==> src/rtl/lhs_pkg.sv <==
// ----------------------------------------------------------------------------
// lhs_pkg: shared types and codes for the lift homing sequencer
// Phase codes, command codes, beat layouts and the controller state record.
// ----------------------------------------------------------------------------
package lhs_pkg;

	// Controller phases
	localparam logic [2:0] PH_INIT     = 3'd0;
	localparam logic [2:0] PH_FINDZERO = 3'd1;
	localparam logic [2:0] PH_ZERO     = 3'd2;
	localparam logic [2:0] PH_RISING   = 3'd3;
	localparam logic [2:0] PH_END      = 3'd4;
	localparam logic [2:0] PH_RETURN   = 3'd5;
	localparam logic [2:0] PH_STOP     = 3'd6;
	localparam logic [2:0] PH_FAULT    = 3'd7;

	// Status reported for both stop and fault
	localparam logic [2:0] STATUS_HALT = 3'd6;

	// Brake pin actions
	localparam logic [1:0] BRK_NONE = 2'd0;
	localparam logic [1:0] BRK_LOW  = 2'd1;
	localparam logic [1:0] BRK_HIGH = 2'd2;

	// Motor state commands
	localparam logic [1:0] DRV_NONE    = 2'd0;
	localparam logic [1:0] DRV_DISABLE = 2'd1;
	localparam logic [1:0] DRV_ENABLE  = 2'd2;
	localparam logic [1:0] DRV_START   = 2'd3;

	// Mode requests
	localparam logic [1:0] MODE_NONE  = 2'd0;
	localparam logic [1:0] MODE_SPEED = 2'd1;
	localparam logic [1:0] MODE_POSI  = 2'd2;

	// Sampled motor state
	localparam logic [1:0] DST_IDLE  = 2'd0;
	localparam logic [1:0] DST_READY = 2'd1;
	localparam logic [1:0] DST_FAULT = 2'd3;

	// Sampled motor mode
	localparam logic [1:0] DMODE_SPEED = 2'd0;
	localparam logic [1:0] DMODE_POSI  = 2'd1;

	// Proximity switch levels
	localparam logic [1:0] PROX_LOW  = 2'd0;
	localparam logic [1:0] PROX_HIGH = 2'd1;

	// Host commands
	localparam logic [1:0] HOST_NONE  = 2'd0;
	localparam logic [1:0] HOST_RAISE = 2'd1;
	localparam logic [1:0] HOST_LOWER = 2'd2;

	// Configuration register indexes
	localparam logic [1:0] REG_RISE_DISTANCE    = 2'd0;
	localparam logic [1:0] REG_HOME_SPEED       = 2'd1;
	localparam logic [1:0] REG_RETURN_OVERSHOOT = 2'd2;
	localparam logic [1:0] REG_DWELL_LIMIT      = 2'd3;

	localparam int IN_BITS   = 42;
	localparam int OUT_BITS  = 43;
	localparam int IN_BYTES  = (IN_BITS + 7) / 8;
	localparam int OUT_BYTES = (OUT_BITS + 7) / 8;
	localparam int CFG_W     = 30;

	typedef struct packed {
		logic [1:0]  host_value;
		logic        host_write;
		logic [31:0] position;
		logic [1:0]  drive_mode;
		logic [1:0]  drive_status;
		logic [1:0]  prox_level;
		logic        stop_pressed;
	} in_item_t;

	typedef struct packed {
		logic [2:0]  status_code;
		logic [31:0] target_value;
		logic        target_valid;
		logic [1:0]  mode_command;
		logic        disable_first;
		logic [1:0]  drive_command;
		logic [1:0]  brake_action;
	} out_item_t;

	typedef struct packed {
		logic [2:0]  phase;
		logic [1:0]  pending_command;
		logic [15:0] dwell_count;
	} ctl_state_t;

	typedef struct packed {
		logic [29:0] rise_distance;
		logic [19:0] home_speed;
		logic [29:0] return_overshoot;
		logic [15:0] dwell_limit;
	} cfg_t;

endpackage

==> src/rtl/lhs_step.sv <==
// ----------------------------------------------------------------------------
// lhs_step: one tick of the homing controller
// Combinational next-state and output decision for a single sampled tick.
// ----------------------------------------------------------------------------
module lhs_step (
	input  lhs_pkg::ctl_state_t st,
	input  lhs_pkg::cfg_t       cfg,
	input  lhs_pkg::in_item_t   item,
	output lhs_pkg::ctl_state_t st_next,
	output lhs_pkg::out_item_t  res
);
	import lhs_pkg::*;

	logic [2:0]  ph;
	logic [1:0]  pend;
	logic [15:0] dwell;
	logic [31:0] apos;
	logic        reached;
	logic [30:0] lower_sum;

	// Magnitude of the position; the most negative value maps to 2^31.
	assign apos = item.position[31] ? (~item.position + 32'd1) : item.position;
	// With a zero distance the threshold would wrap to all ones, so zero counts as reached outright.
	assign reached = (cfg.rise_distance == '0) ||
		(apos >= ({2'b00, cfg.rise_distance} - 32'd1));
	assign lower_sum = {1'b0, cfg.rise_distance} + {1'b0, cfg.return_overshoot};

	always_comb begin
		ph    = st.phase;
		pend  = st.pending_command;
		dwell = st.dwell_count;
		res   = '0;

		if (item.host_write) begin
			pend = item.host_value;
		end

		if (item.stop_pressed && ph != PH_STOP) begin
			res.drive_command = DRV_DISABLE;
			res.brake_action  = BRK_LOW;
			ph = PH_STOP;
		end

		if (ph inside {PH_INIT, PH_FINDZERO, PH_RISING, PH_RETURN, PH_STOP}) begin
			pend = HOST_NONE;
		end

		if (item.drive_status == DST_FAULT) begin
			ph = PH_FAULT;
		end

		case (ph)
			PH_INIT: begin
				if (item.prox_level == PROX_LOW) begin
					if (item.drive_mode != DMODE_SPEED) begin
						res.mode_command = MODE_SPEED;
					end else if (item.drive_status != DST_READY) begin
						res.drive_command = DRV_ENABLE;
					end else begin
						res.drive_command = DRV_START;
						res.target_valid  = 1'b1;
						res.target_value  = {12'd0, cfg.home_speed};
						ph = PH_FINDZERO;
					end
				end else if (item.prox_level == PROX_HIGH) begin
					if (item.drive_mode != DMODE_POSI) begin
						res.mode_command = MODE_POSI;
					end
					ph = PH_ZERO;
				end
			end
			PH_FINDZERO: begin
				if (item.prox_level == PROX_HIGH) begin
					res.target_valid = 1'b1;
					res.target_value = '0;
					res.mode_command = MODE_POSI;
					ph = PH_ZERO;
				end
			end
			PH_ZERO: begin
				if (item.drive_mode == DMODE_POSI) begin
					res.brake_action  = BRK_LOW;
					res.drive_command = DRV_DISABLE;
					if (pend == HOST_RAISE) begin
						// The disable above always precedes this enable or start.
						res.brake_action  = BRK_HIGH;
						res.disable_first = 1'b1;
						if (item.drive_status != DST_READY) begin
							res.target_valid  = 1'b1;
							res.target_value  = -{2'b00, cfg.rise_distance};
							res.drive_command = DRV_ENABLE;
						end else begin
							res.drive_command = DRV_START;
							pend = HOST_NONE;
							ph = PH_RISING;
						end
					end
				end
			end
			PH_RISING: begin
				dwell = dwell + 16'd1;
				if (reached && dwell > cfg.dwell_limit) begin
					dwell = '0;
					res.brake_action  = BRK_LOW;
					res.drive_command = DRV_DISABLE;
					ph = PH_END;
				end
			end
			PH_END: begin
				if (pend == HOST_LOWER) begin
					res.brake_action = BRK_HIGH;
					if (item.drive_status != DST_READY) begin
						res.target_valid  = 1'b1;
						res.target_value  = {1'b0, lower_sum};
						res.drive_command = DRV_ENABLE;
					end else begin
						res.drive_command = DRV_START;
						pend = HOST_NONE;
						ph = PH_RETURN;
					end
				end
			end
			PH_RETURN: begin
				if (item.prox_level == PROX_HIGH) begin
					ph = PH_ZERO;
				end
			end
			PH_STOP: begin
				if (!item.stop_pressed) begin
					res.brake_action = BRK_HIGH;
					ph = PH_INIT;
				end
			end
			default: begin
				res.brake_action = BRK_LOW;
				if (item.drive_status == DST_IDLE) begin
					res.brake_action = BRK_HIGH;
					ph = PH_INIT;
				end
			end
		endcase

		res.status_code = (ph == PH_FAULT) ? STATUS_HALT : ph;
		st_next.phase           = ph;
		st_next.pending_command = pend;
		st_next.dwell_count     = dwell;
	end

endmodule

==> src/rtl/lift_homing_sequencer.sv <==
// ----------------------------------------------------------------------------
// lift_homing_sequencer: lift homing and raise/lower sequencer
// Steps the homing, raise and lower phases once per sampled tick beat.
// ----------------------------------------------------------------------------
// Each input beat is one control tick and yields exactly one result beat. A
// tick is taken into an input register, evaluated by the step logic against
// the phase, latched command and dwell counter, and written to the output
// register: one beat per cycle sustained while the output is not stalled.
// The output register lets a new tick enter while a result waits. Configure
// the four registers only while no tick is in flight.
module lift_homing_sequencer (
	input  logic                               clk,
	input  logic                               arst_n,
	// stop_pressed, prox_level[1:0], drive_status[1:0], drive_mode[1:0],
	// position[31:0], host_write, host_value[1:0], zero fill
	input  logic [lhs_pkg::IN_BYTES*8-1:0]     s_tdata,
	input  logic                               s_tvalid,
	output logic                               s_tready,
	// brake_action[1:0], drive_command[1:0], disable_first, mode_command[1:0],
	// target_valid, target_value[31:0], status_code[2:0], zero fill
	output logic [lhs_pkg::OUT_BYTES*8-1:0]    m_tdata,
	output logic                               m_tvalid,
	input  logic                               m_tready,
	input  logic                               cfg_we,
	input  logic [1:0]                         cfg_index,
	input  logic [lhs_pkg::CFG_W-1:0]          cfg_data
);
	import lhs_pkg::*;

	cfg_t       cfg_q;
	ctl_state_t state_q;
	ctl_state_t state_next;
	in_item_t   item_s1;
	logic       valid_s1;
	out_item_t  res;
	out_item_t  res_s2;
	logic       valid_s2;
	logic       out_ready;
	logic       adv;

	assign out_ready = !valid_s2 || m_tready;
	assign adv       = valid_s1 && out_ready;
	assign s_tready  = !valid_s1 || out_ready;

	always_ff @(posedge clk or negedge arst_n) begin
		if (!arst_n) begin
			cfg_q.rise_distance    <= 30'd3000000;
			cfg_q.home_speed       <= 20'd2500;
			cfg_q.return_overshoot <= 30'd50000;
			cfg_q.dwell_limit      <= 16'd4500;
		end else if (cfg_we) begin
			case (cfg_index)
				REG_RISE_DISTANCE:    cfg_q.rise_distance    <= cfg_data;
				REG_HOME_SPEED:       cfg_q.home_speed       <= cfg_data[19:0];
				REG_RETURN_OVERSHOOT: cfg_q.return_overshoot <= cfg_data;
				REG_DWELL_LIMIT:      cfg_q.dwell_limit      <= cfg_data[15:0];
				default: ;
			endcase
		end
	end

	always_ff @(posedge clk or negedge arst_n) begin
		if (!arst_n) begin
			valid_s1 <= 1'b0;
			valid_s2 <= 1'b0;
			state_q  <= '{phase: PH_INIT, pending_command: HOST_NONE, dwell_count: '0};
		end else begin
			if (s_tready) begin
				valid_s1 <= s_tvalid;
			end
			if (out_ready) begin
				valid_s2 <= valid_s1;
			end
			if (adv) begin
				state_q <= state_next;
			end
		end
	end

	always_ff @(posedge clk) begin
		if (s_tready && s_tvalid) begin
			item_s1 <= s_tdata[IN_BITS-1:0];
		end
		if (adv) begin
			res_s2 <= res;
		end
	end

	lhs_step u_step (
		.st      (state_q),
		.cfg     (cfg_q),
		.item    (item_s1),
		.st_next (state_next),
		.res     (res)
	);

	assign m_tvalid = valid_s2;
	assign m_tdata  = {{(OUT_BYTES*8-OUT_BITS){1'b0}}, res_s2};

endmodule

==> config.mk <==
export PLATFORM = sky130hd
export DESIGN_NAME = lift_homing_sequencer
export DESIGN_NICKNAME = d
export VERILOG_FILES = /design/src/rtl/lhs_pkg.sv /design/src/rtl/lhs_step.sv /design/src/rtl/lift_homing_sequencer.sv
export SDC_FILE = /design/constraint.sdc
export NUM_CORES = 1
export LEC_CHECK = 0
export ABC_AREA = 1
export BUFFER_PORTS_ARGS = -buffer_cell sky130_fd_sc_hd__buf_2
export CAP_MARGIN = 20
export CORE_UTILIZATION = 30
export CTS_CLUSTER_DIAMETER = 80
export DETAILED_ROUTE_END_ITERATION = 6
export PLACE_DENSITY = 0.5
export SETUP_SLACK_MARGIN = 0.02
export SYNTH_ARGS = -nofsm -noshare
export SYNTH_HDL_FRONTEND = slang
export SYNTH_SLANG_ARGS = --single-unit
==> constraint.sdc <==
create_clock -name clk -period 3.44 [get_ports clk]
set_clock_uncertainty 0.2 [all_clocks]
set_input_delay 0.344 -clock clk [delete_from_list [all_inputs] [get_ports clk]]
set_output_delay 0.344 -clock clk [all_outputs]
set_load 0.02 [all_outputs]
==> metrics <==
Peak VDD IR=0.000343 V; mean cell area of the mapped netlist=8.17 um2; Boundary Pins=135; root buffer cell=clkbuf_16; CP Max Fanout=5; clock buffer depth=3; Via density=4.75; Setup WS post-layout=-0.0655 ns; CP endpoint kind=flop; CTS tree=yes; Antenna Cells=0; WS Path Type=reg -> reg; CP startpoint kind=flop; post-layout min period=3.51 ns; outcome=finished with violations; cell area after synthesis=0.0127 mm2; Worst-path clk slew=0.06 ns; share of layout cells above drive strength 1=0.226; die height=207 um; RD Place Congestion=0.929; Fmax=0.285 GHz; Crit path required time=3.71 ns; Starting Density=0.307; drt total wl=40,200 um; max-cap violations=0; Residual DRC=0; vias in the first global route=11,452; final net count=2,045; Initial DRC Count=691; Flop pwr share=0.350; Core Area=0.0412 mm2; post-synthesis cell count=1,551; Layout area overhead=33.3%; P per Cell Area=559 mW/mm2; sequential element share of the synthesized area=0.439; internal power=6040 uW; Clock power frac=0.303; RSZ-0062 raised after global routing=true; register bit count reported by yosys=204; Slew @ Worst Pin=0.995 ns; initial antenna violation count=0; Register Area=0.00556 mm2; failing checks=setup timing; switching share of power=0.360; DP HPWL=30,100 um; Die Width=207 um; Post-synth EDFFs=85; TritonCTS Sinks=204; Die Area=0.0431 mm2; multi-input logic area=0.00658 mm2; final setup violation count=20; Setup TNS Final=-0.811 ns; Psw=3400 uW; ANT nets after route=0; H-tree lvl count=1; Final Cycle Share=1.02; yosys warns=0; Comb power frac=0.348; fillers=4,150; largest net degree at the start of global routing=61; 1st-pass router iterations=5; first-pass GRT wire length=62,900 um; Arr. time, crit path=3.77 ns; Skew-Pair Late Insertion Delay=0.56 ns; final hold violation count=0; Design Power=9450 uW; via count=11,543; Most used DFF post-synth=dfrtp_1; post-synth cell types=54; number of port buffers=123; ys async rst share=0.583; grt total ovfl=0; Slew Limit Fails=0; Tot GR Track Use=0.185; Num CTS Buffers=26; relative slew slack=0.335; Rows=74; Hold Path Class=in -> reg; P_leak=0.00788 uW; routed length per instance=16.6 um
-- per-layer routing --
metal | share of wire | routed length [um] | global-route usage
met1 | 0.49 | 19800 | 0.266
met2 | 0.44 | 17700 | 0.290
met3 | 0.047 | 1910 | 0.0256
met4 | 0.022 | 879 | 0.0502
met5 | 0 | 0 | 0
-- path summary, 6_finish.rpt --
kind / startpoint / endpoint / slack, ns / cells past startpoint
max: item_s1[8] / state_q[15] / -0.07 / 21
min: cfg_data[14] / cfg_q[60] / 0.02 / 3
max reg2reg: item_s1[8] / state_q[15] / -0.07 / 21
min reg2reg: cfg_q[5] / cfg_q[5] / 0.29 / 2
max in group asynchronous: arst_n / state_q[6] / 2.06 / 3
min in group asynchronous: arst_n / cfg_q[62] / 0.20 / 2
-- cell families after synthesis --
logic type      count (synthesis)  share of synthesized area
buf+inv                       239                     0.0751
fa+ha+maj                      82                     0.0816
simple gates                  656                      0.225
flops                         204                      0.439
other cells                     1                   0.000296
xor+xnor                       71                     0.0491
compound gates                298                      0.130
-- area by class of cell --
cell class              instances  share of cell area
inverters                     204              0.0455
clock buffers                  32              0.0436
clock inverters                16             0.00985
repair buffers                329               0.143
well taps                     532              0.0394
flip-flops and latches        204               0.329
multi-input cells            1113               0.389
-- what timing repair did --
action | in CTS | in global routing
setup buffers | 3 | 8
endpoints found under the hold margin | 163 | 0
gates cloned | 0 | 2
endpoints found under the setup margin | 24 | 24
pin swaps | 17 | 44
hold buffers | 76 | 0
resized for setup | 20 | 78
-- flip-flops by register name, summed over array words and instances, names as in the netlist --
name / cells
valid_s1: 1
item_s1: 42
m_tdata: 43
state_q: 21
m_tvalid: 1
cfg_q: 96
-- cells in the mapped netlist, types with 4 or more instances --
cell,number,share of area
o211ai_1,12,0.0071
buf_2,4,0.0016
inv_2,4,0.0012
clkbuf_1,22,0.0065
buf_4,5,0.0030
nor4_1,15,0.0074
nand4_1,23,0.011
xor2_1,44,0.030
xnor2_1,27,0.019
a21oi_1,70,0.028
dfrtp_1,93,0.18
o21bai_1,5,0.0030
nand3b_1,4,0.0024
dfstp_2,26,0.054
nor3_1,17,0.0067
ha_1,81,0.080
o21ai_1,8,0.0032
inv_1,198,0.059
a31oi_1,8,0.0040
buf_6,4,0.0036
a22oi_1,8,0.0047
nor2_2,4,0.0020
o31ai_1,4,0.0024
nand2_1,357,0.11
o21ai_0,152,0.060
nand3_2,4,0.0032
nand3_1,67,0.026
a21o_1,9,0.0053
o22ai_1,9,0.0044
nor2_1,144,0.043
edfxtp_1,85,0.20
-- power groups by stage --
stage          combinational [uW]  sequential [uW]  clock, uW
2_1_floorplan                1840             3360          0
3_3_place_gp                 2920             3330          0
3_5_place_dp                 2960             3330          0
4_1_cts                      3080             3290       2940
5_1_grt                      3690             3350       3030
6_report                     3280             3300       2860
-- per-stage QoR --
step | utilization | area (um2) | std cells | setup slack (ns) | hold WS, ns
final | 0.410 | 16900 | 2430 | -0.0655 | 0.0167
after global routing | 0.410 | 16900 | 2430 | -0.265 | 0.0148
after CTS | 0.400 | 16500 | 2420 | -0.166 | 0.00540
after detailed placement | 0.357 | 14700 | 2293 | -0.235 | 0.239
after global placement | 0.357 | 14700 | 2293 | -0.204 | 0.230
after floorplan | - | 12700 | 1555 | 0.246 | -0.152
-- worst max-delay path, cell delays in order, from the launching register on --
cell,delay (ns)
edfxtp_1,0.37
inv_2,0.12
ha_4,0.14
inv_2,0.03
nor3_2,0.18
buf_4,0.16
inv_4,0.04
nor3_2,0.10
nand4_1,0.21
o31ai_2,0.33
xnor2_1,0.19
ha_1,0.29
nand2_2,0.08
o21ai_1,0.07
nand2_1,0.09
a21oi_2,0.06
nor2_2,0.14
nand3_4,0.15
nand2_8,0.13
buf_12,0.14
nand2_8,0.07
o21ai_2,0.13
-- cell usage in the layout (no fill, tap or decap), drive strengths merged, types with 44 or more instances in the layout --
master,n
xor2,44
nand2,362
nor2,152
buf,252
o21ai,161
dlygate4sd3,76
ha,81
inv,204
dfrtp,93
nand3,71
a21oi,71
edfxtp,85
Power figures use the tool's default switching activity.
